===== src/cjss_pkg.sv =====
package cjss_pkg;

    // Fixed geometry of the item.
    localparam int JOINTS      = 7;
    localparam int IN_WIDTH    = 15;
    localparam int IDX_WIDTH   = 6;
    localparam int DIST_WIDTH  = 31;

    // Defaults for the top-level parameters.
    localparam int DEF_MAX_CANDIDATES = 64;
    localparam int DEF_ANGLE_WIDTH    = 16;

    // pi and 2pi in Q3.12.
    localparam int PI_Q     = 12868;
    localparam int TWO_PI_Q = 25736;

    // Adder tree leaves: the joint count padded to a power of two.
    localparam int TREE_LEAVES = 8;

    // Decoupling queue between front and back.
    localparam int QUEUE_DEPTH = 4;
    localparam int QPTR_WIDTH  = $clog2(QUEUE_DEPTH);
    localparam int QCNT_WIDTH  = $clog2(QUEUE_DEPTH + 1);

    // Command codes on the input channel.
    localparam logic CMD_LOAD      = 1'b0;
    localparam logic CMD_CANDIDATE = 1'b1;

    typedef enum logic [0:0] {
        KIND_LOAD = 1'b0,
        KIND_CAND = 1'b1
    } t_kind;

    typedef struct packed {
        t_kind                             kind;
        logic                              last;
        logic [JOINTS-1:0][IN_WIDTH-1:0]   angles;
    } t_item;

    typedef struct packed {
        logic  valid;
        t_kind kind;
        logic  last;
    } t_ctl;

endpackage


===== src/cjss_front.sv =====
module cjss_front (
    input  logic                 i_clk,
    input  logic                 i_rst_n,
    input  logic                 i_in_valid,
    output logic                 o_in_ready,
    input  logic                 i_command,
    input  logic [cjss_pkg::JOINTS-1:0][cjss_pkg::IN_WIDTH-1:0] i_angles,
    input  logic                 i_last_candidate,
    output logic                 o_valid,
    output cjss_pkg::t_item      o_item,
    input  logic                 i_ready
);

    logic            r_valid;
    cjss_pkg::t_item r_item;
    cjss_pkg::t_item n_item;

    // The last mark only means something on a candidate.
    always_comb begin
        n_item.angles = i_angles;
        unique case (i_command)
            cjss_pkg::CMD_CANDIDATE: begin
                n_item.kind = cjss_pkg::KIND_CAND;
                n_item.last = i_last_candidate;
            end
            default: begin
                n_item.kind = cjss_pkg::KIND_LOAD;
                n_item.last = 1'b0;
            end
        endcase
    end

    assign o_in_ready = !r_valid || i_ready;

    always_ff @(posedge i_clk) begin
        if (!i_rst_n) begin
            r_valid <= 1'b0;
        end else if (o_in_ready) begin
            r_valid <= i_in_valid;
        end
    end

    always_ff @(posedge i_clk) begin
        if (i_in_valid && o_in_ready) begin
            r_item <= n_item;
        end
    end

    assign o_valid = r_valid;
    assign o_item  = r_item;

endmodule


===== config.mk =====
export PLATFORM = sky130hd
export DESIGN_NAME = cjss_front
export DESIGN_NICKNAME = d
export VERILOG_FILES = /design/src/cjss_pkg.sv /design/src/cjss_front.sv
export SDC_FILE = /design/constraint.sdc
export NUM_CORES = 1
export LEC_CHECK = 0
export BUFFER_PORTS_ARGS = -buffer_cell sky130_fd_sc_hd__buf_4
export CORE_MARGIN = 3
export CORE_UTILIZATION = 44
export CTS_CLUSTER_SIZE = 25
export DETAILED_ROUTE_END_ITERATION = 6
export GPL_TIMING_DRIVEN = 0
export PLACE_DENSITY = 0.88
export SYNTH_ARGS = -nofsm -noshare
export SYNTH_HDL_FRONTEND = slang
export SYNTH_SLANG_ARGS = --single-unit

===== constraint.sdc =====
create_clock -name i_clk -period 4.7 [get_ports i_clk]
set_input_delay 0.235 -clock i_clk [delete_from_list [all_inputs] [get_ports i_clk]]
set_output_delay 0.235 -clock i_clk [all_outputs]
set_load 0.01 [all_outputs]

==> flow_summary.toml <==
[timing]
clock-skew-final_ps = 8.78
rsz0062_at_grt = "no"
fmax_mhz = 521
setup_tns_ps = 0
min_period_ps = 1920
slew_violations = 0
finalCritPeriodShare_pct = 40.8
setup_viol = 0
hold_viol = 0
setup_ws_ps = 2780
relSlewSlack_pct = 10.2
tightest_slew_ps = 1350

[layout]
nets = 454
num_antenna_cells = 0
fill_cells = 415
layout-drive-gt1-share_pct = 67.8
stdcell_area_sq_mm = 0.00521
area_delta_synth_final_pct = 59.0
fin_cells = 444

[worst_setup_path]
critical_path_required_ps = 4660
crit_arrival_ps = 1880
regToRegSetupSlack_ps = 2780
r2r_start = "o_valid$_SDFFE_PN0P_"
reg2reg_depth = 2
critPathCaptureType = "flop"
path_class = "flop to flop"
worstSetupStartpointType = "flop"
path_max_fanout = 107
r2r_end = "o_item[63]$_DFFE_PP_"

[clock_network]
cts_made_buffers = 9
htreeDepth = 3
post_cts_buffers = 0
clockBufferDepth = 2
cts_root_buf = "clkbuf_8"
cts-resized-gates = 0
clkLatencyLatePin_ps = 350
clkTransAtPathRegs_ps = 100
cts_tree = "yes"
clock-sinks = 108
cts_hold_buf = 0

[synthesis]
seq_area_frac_synth_pct = 98.7
synthesis.nets = 224
synth_largest_area_cell = "edfxtp_1"
yosys.area.top_type_share_pct = 98.1
syn_area_sq_mm = 0.00328
synth_area_leaders = "edfxtp_1 (98%), dfxtp_1 (0.61%), nand2b_4 (0.42%)"
postSynthCellCount = 113
ys_types = 7
ys_warn_count = 0
syn_avg_cell_area_sq_um = 29.0
ys_ff_latch = 108

[placed_design]
post-place-ws_ps = 2770
placedCellCount = 428
place_area_sq_mm = 0.00504
portBuffers = 219
place.gp.congestion = 0.725
hpwl_mm = 6.10

[power_and_ir_drop]
vdd_drop_max_uv = 296
power.share.sequential_pct = 62.3
swShare_pct = 21.5
internal_power_w = 0.00144
switchingPower_w = 0.000395
power_density_mw_per_mm2 = 352
leakagePower_nw = 2.20
comb_power_share_pct = 11.3
clkPwrFrac_pct = 26.5

[route]
ant_nets = 0
drc = 0
drt_iter0_markers = 73
vias = 2005
totalWireLength_mm = 8.01
wire_per_inst_um = 18.0
viasPerCell = 4.52
dr.pass1.iters = 4

[grt]
grt_first_pass_wirelength_mm = 11.5
grt_pass1_vias = 2122
grt_max_degree = 108
grt.overflow.total = 0
antenna_found_initial = 0
grt.total_usage_pct = 18.4

[job]
maxCapViolCount = 0

[floorplan]
io_pins = 220
start_util_pct = 46.7
dieArea_sq_mm = 0.00852
die_h_um = 92.3
row_count = 30
coreArea_sq_mm = 0.00702
die_w_um = 92.3

[status]
status = "complete, no violations"

[min_path]
hold_end = "o_item[62]$_DFFE_PP_"
hold_path_depth = 1
worstHoldPathType = "input port to flop"
hold_start = "i_angles[62]"
-- stage by stage --
step	hold WS (ps)	util [%]	total power [W]
global placement	413	71.8	0.00137
finish	52.1	74.2	0.00183
detailed placement	414	71.8	0.00138
CTS	31.8	74.2	0.00185
global route	21.4	74.2	0.00191
floorplan	334	-	0.00121
-- worst max path at each step --
stage	start	end	slack [ps]	cells past startpoint
2_1_floorplan	o_valid$_SDFFE_PN0P_	o_item[0]$_DFFE_PP_	3020	2
3_3_place_gp	i_ready	o_item[39]$_DFFE_PP_	2840	3
3_5_place_dp	i_ready	o_item[48]$_DFFE_PP_	2770	3
4_1_cts	o_valid$_SDFFE_PN0P_	o_item[53]$_DFFE_PP_	2800	2
5_1_grt	o_valid$_SDFFE_PN0P_	o_item[45]$_DFFE_PP_	2680	2
6_report	o_valid$_SDFFE_PN0P_	o_item[63]$_DFFE_PP_	2780	2
-- Yosys cell counts --
cell type,instances
a21boi_2,1
and2_1,1
and2_4,1
dfxtp_1,1
edfxtp_1,107
inv_1,1
nand2b_4,1
-- cell type report --
type / count / area, sq um / share of cell area [%]
clock buffer: 10 / 128 / 2.45
clock inverter: 6 / 41.3 / 0.793
inverter: 1 / 3.75 / 0.0720
multi-input combinational: 4 / 40.0 / 0.768
sequential: 108 / 3230 / 62.1
tap: 96 / 120 / 2.31
timing repair buffer: 219 / 1640 / 31.6
-- power by group through the flow --
stage / registers [W] / clock network, W / logic (W)
after floorplan: 0.00119 / 0 / 0.0000194
after global placement: 0.00116 / 0 / 0.000204
after detailed placement: 0.00117 / 0 / 0.000210
after CTS: 0.00114 / 0.000500 / 0.000210
after global routing: 0.00115 / 0.000544 / 0.000220
final: 0.00114 / 0.000485 / 0.000207
-- sequential cells by signal, indices dropped and copies added, names as in the netlist --
name	flops
o_item	107
o_valid	1
-- kinds of logic (layout without fill, tap and decap cells) --
logic type | count (synthesis) | after routing | share of synthesized area, %
DFF | 108 | 108 | 98.7
and+or+nand+nor | 3 | 3 | 0.878
AOI/OAI and AO/OA | 1 | 1 | 0.344
buffers and inverters | 1 | 236 | 0.114
-- metal layers --
metal | track usage (%) | vias up | part of all wire (%)
met5 | 0 | - | 0
met4 | 5.94 | 0 | 1.7
met2 | 33.9 | 142 | 54
met3 | 8.04 | 10 | 11
met1 | 18.4 | 942 | 33
li1 | - | 911 | -
-- cells in the final DEF, fill, tap and decap left out --
cell type / n
a21boi_2: 1
and2_1: 1
and2_4: 1
buf_4: 219
clkbuf_1: 1
clkbuf_8: 9
clkinv_1: 1
clkinv_2: 1
clkinv_4: 2
clkinvlp_4: 2
dfxtp_1: 1
edfxtp_1: 107
inv_1: 1
nand2b_4: 1
-- critical path: stages, from the launching register on --
cell	delay, ps
dfxtp_1	350
nand2b_4	90
and2_4	1010
Power figures use the tool's default switching activity.
