**src/cjss_pkg.sv**
```systemverilog
package cjss_pkg;

    // Fixed geometry of the item.
    localparam int JOINTS      = 7;
    localparam int IN_WIDTH    = 15;
    localparam int IDX_WIDTH   = 6;
    localparam int DIST_WIDTH  = 31;

    // Defaults for the top-level parameters.
    localparam int DEF_MAX_CANDIDATES = 64;
    localparam int DEF_ANGLE_WIDTH    = 16;

    // pi and 2pi in Q3.12.
    localparam int PI_Q     = 12868;
    localparam int TWO_PI_Q = 25736;

    // Adder tree leaves: the joint count padded to a power of two.
    localparam int TREE_LEAVES = 8;

    // Decoupling queue between front and back.
    localparam int QUEUE_DEPTH = 4;
    localparam int QPTR_WIDTH  = $clog2(QUEUE_DEPTH);
    localparam int QCNT_WIDTH  = $clog2(QUEUE_DEPTH + 1);

    // Command codes on the input channel.
    localparam logic CMD_LOAD      = 1'b0;
    localparam logic CMD_CANDIDATE = 1'b1;

    typedef enum logic [0:0] {
        KIND_LOAD = 1'b0,
        KIND_CAND = 1'b1
    } t_kind;

    typedef struct packed {
        t_kind                             kind;
        logic                              last;
        logic [JOINTS-1:0][IN_WIDTH-1:0]   angles;
    } t_item;

    typedef struct packed {
        logic  valid;
        t_kind kind;
        logic  last;
    } t_ctl;

endpackage

```
**src/cjss_queue.sv**
```systemverilog
module cjss_queue (
    input  logic            i_clk,
    input  logic            i_rst_n,
    input  logic            i_valid,
    output logic            o_ready,
    input  cjss_pkg::t_item i_item,
    output logic            o_valid,
    input  logic            i_ready,
    output cjss_pkg::t_item o_item
);

    cjss_pkg::t_item                     r_slot [cjss_pkg::QUEUE_DEPTH];
    logic [cjss_pkg::QPTR_WIDTH-1:0]     r_wr_ptr;
    logic [cjss_pkg::QPTR_WIDTH-1:0]     r_rd_ptr;
    logic [cjss_pkg::QCNT_WIDTH-1:0]     r_count;
    logic                                s_push;
    logic                                s_pop;

    assign o_ready = (r_count != cjss_pkg::QCNT_WIDTH'(cjss_pkg::QUEUE_DEPTH));
    assign o_valid = (r_count != '0);
    assign o_item  = r_slot[r_rd_ptr];
    assign s_push  = i_valid && o_ready;
    assign s_pop   = o_valid && i_ready;

    always_ff @(posedge i_clk) begin
        if (!i_rst_n) begin
            r_wr_ptr <= '0;
            r_rd_ptr <= '0;
            r_count  <= '0;
        end else begin
            if (s_push) begin
                r_wr_ptr <= r_wr_ptr + 1'b1;
            end
            if (s_pop) begin
                r_rd_ptr <= r_rd_ptr + 1'b1;
            end
            if (s_push && !s_pop) begin
                r_count <= r_count + 1'b1;
            end else if (s_pop && !s_push) begin
                r_count <= r_count - 1'b1;
            end
        end
    end

    always_ff @(posedge i_clk) begin
        if (s_push) begin
            r_slot[r_wr_ptr] <= i_item;
        end
    end

endmodule

```
**config.mk**
```make
export PLATFORM = sky130hd
export DESIGN_NAME = cjss_queue
export DESIGN_NICKNAME = d
export VERILOG_FILES = /design/src/cjss_pkg.sv /design/src/cjss_queue.sv
export SDC_FILE = /design/constraint.sdc
export NUM_CORES = 1
export LEC_CHECK = 0
export ABC_AREA = 0
export ABC_CLOCK_PERIOD_IN_PS = 3700
export BUFFER_PORTS_ARGS = -buffer_cell sky130_fd_sc_hd__buf_2
export CAP_MARGIN = 20
export CORE_ASPECT_RATIO = 1.25
export CORE_MARGIN = 2
export CORE_UTILIZATION = 50
export DETAILED_ROUTE_END_ITERATION = 7
export PLACE_DENSITY_LB_ADDON = 0.12
export RECOVER_POWER = 100
export REMOVE_ABC_BUFFERS = 1
export SLEW_MARGIN = 20
export SYNTH_ARGS = -nofsm -noshare
export SYNTH_HDL_FRONTEND = slang
export SYNTH_SLANG_ARGS = --single-unit
```
**constraint.sdc**
```tcl
create_clock -name i_clk -period 3.7 [get_ports i_clk]
set_clock_uncertainty 0.1 [all_clocks]
set_input_delay 0.37 -clock i_clk [delete_from_list [all_inputs] [get_ports i_clk]]
set_output_delay 0.37 -clock i_clk [all_outputs]
set_load 0.02 [all_outputs]
```
==> metrics.txt <==
run status complete, no violations; crit path from r_count[0]; Cell Area, Synth ~0.016 mm^2; CP Buf/Inv Count 1; Area contributors post-synth edfxtp_1, mux4_2, dfxtp_1; drt wl/cell 21.53 um; Die Area between 0.03 and 0.04 mm^2; CTS Buf Count between 40 and 50; Port-buffer cells roughly 220; Clock Tree Buf Depth 3; most frequent cells in the layout edfxtp_1, clkbuf_1, mux4_2, dlygate4sd3_1, clkbuf_16; Root Driver clkbuf_16; commonest non-fill, non-tap cell in the layout edfxtp_1; fmax around 330 MHz; Setup CP Type flop to flop; internal power between 0.009 and 0.01 W; clock sink count 437; worst hold start i_rst_n; Filler cells between 2000 and 2500; Slew headroom 0.3096; worst endpoint required time around 3.8 ns; routed vias 7498; Hold Vio Cnt, Final 0; Least-Margin Pin Slew around 1.0 ns; period utilization 0.8257; post-route cell area approximately 0.02 mm^2; Setup Fix Bufs, Post-CTS 0; I/O pins 220; GP Congestion between 0.7 and 0.8; Initial Utilization 0.5029; clk_lat worst skew roughly 0.52 ns; via/cell ratio between 5 and 6; die extent in x roughly 160 um; Psw roughly 0.0038 W; cell area after placement approximately 0.018 mm^2; Final #Nets approximately 1100; clock input transition at the sequential cells of the worst setup and hold paths around 0.060 ns; Cell variety after synth 23; Crit Reg-Reg Startpoint r_count[0]; share of post-route cells with drive strength above 1 0.1905; P_leak just over 6 nW; CP max-delay cell a21boi_0; Layout area overhead 23.64%; starting DRC count in detailed routing 463; CTS tree built; Worst Setup End Kind flop; Post-CTS Resized 0; unrepaired setup endpoints after global routing no; Seq/Total Area, Yosys 0.8200; setup tns final 0 ns; clock power share 0.301; worst vdd ir roughly 0.00050 V; max-cap viol count 0; WL final about 30000 um; flip-flop and latch count after synthesis approximately 440; endpoints failing setup 0; Critical Path AT 3.13 ns; CTS H-tree depth 2; clock period minus worst slack 3.055 ns; hpwl dp around 18000 um; first-pass GRT wire length between 40000 and 50000 um; FP Rows 73; grt total ovfl 0; largest net degree at the start of global routing ~70; syn avg cell area about 26 um^2; Critical Path, Cell by Cell nor2_1 -> a21boi_0 -> and2_4 -> clkbuf_2; Gate Count Post-Synth roughly 610; share of the synthesized area in the top cell type 0.8086; initial antenna violation count 2; Sw Share 0.2820; GRT Resource Usage Total 0.1859; Post-DRT Antenna Nets 0; largest area contributor in the netlist edfxtp_1; pwr/cell area slightly below 700 mW/mm^2; Max stage delay on crit path 0.79 ns; core area approximately 0.032 mm^2; crit start category flop; crit-path leading delay family simple AND/OR/NAND/NOR gates; Slew Viols, Final 0; Hold/Removal Path Class input port to flop; Yosys warnings 0; Comb pwr share 0.245; vias in the first global route approximately 8200; Chip Height 203.3 um; sequential share of power 0.453; DR DRC count 0; TritonRoute pass-1 iters 4; CP Max Fanout 40
state kept, by name (all words and copies together) (netlist names), named ones only:
register / cells
r_slot: 428
r_count: 3
r_wr_ptr: 2
r_rd_ptr: 2
synthesized netlist by cell type, drive strengths merged:
library cell    n
ha              5
xnor2           3
o31ai           1
o21ai           1
clkbuf          8
edfxtp        428
fa              1
or3             2
and2            8
mux4          107
inv             3
buf            17
nor2            1
a21boi          2
dfxtp           9
o311ai          1
xor2            1
nor2b           1
nand2           5
mux2i           3
routing by layer:
| layer | track usage | up-vias | part of all wire |
|---|---|---|---|
| met5 | 0 | - | 0.00036 |
| met4 | 0.06516 | 2 | 0.030 |
| met3 | 0.03945 | 65 | 0.052 |
| met2 | 0.3363 | 220 | 0.54 |
| met1 | 0.2197 | 3877 | 0.38 |
| li1 | - | 3334 | - |
power by group through the flow:
stage	sequential [W]	combinational [W]	clock, W
after global placement	0.00624	0.00347	0
after detailed placement	0.00628	0.00350	0
after floorplan	0.00653	0.00219	0
after CTS	0.00618	0.00360	0.00421
final	0.00617	0.00334	0.00410
after global routing	0.00621	0.00359	0.00438
cells by family (layout without fill, tap and decap cells):
family / Yosys count / count (layout) / synth area share
muxes: 110 / 110 / 0.1535
and+or+nand+nor: 17 / 17 / 0.005747
other: 0 / 1 / 0
DFF: 437 / 437 / 0.8200
adders and majority gates: 6 / 6 / 0.005196
xor gates and xnor gates: 4 / 4 / 0.002205
buffers and inverters: 28 / 413 / 0.01086
AOI/OAI and AO/OA: 5 / 5 / 0.002519
final timing paths:
path              slack [ns]  cells past startpoint       endpoint
setup / recovery        0.64                      4  r_slot[0][93]
hold reg to reg         0.41                      2    r_wr_ptr[1]
setup reg to reg        0.64                      4  r_slot[0][93]
hold / removal          0.09                      2     r_count[2]
cell type report:
cell class	instances	area, um^2	area share
Tap cell	412	515.5	0.02623
Multi-Input combinational cell	142	2695	0.1371
Timing Repair Buffer	341	2079	0.1058
Antenna cell	1	2.502	0.0001273
Sequential cell	437	13040	0.6636
Inverter	3	11.26	0.0005730
Clock inverter	21	255.2	0.01299
Clock buffer	48	1052	0.05355
stage by stage:
stage | cells | setup slack [ns] | hold slack (ns) | util | total power [W]
after global placement | 1228 | 1.366 | 0.3817 | 0.5557 | 0.009713
after detailed placement | 1228 | 1.271 | 0.4083 | 0.5557 | 0.009788
final | 1405 | 0.6448 | 0.08984 | 0.6218 | 0.01362
after global routing | 1405 | 0.3866 | 0.08927 | 0.6218 | 0.01418
after CTS | 1404 | 0.7850 | 0.05623 | 0.6310 | 0.01400
after floorplan | 582 | -1.944 | 0.3677 | - | 0.008715
timing repair:
action / in CTS / in global routing
hold endpoints to repair: 428 / 0
hold buffers: 107 / 0
setup endpoints to repair: 0 / 0
No activity file was read; power rests on OpenSTA's default activity.
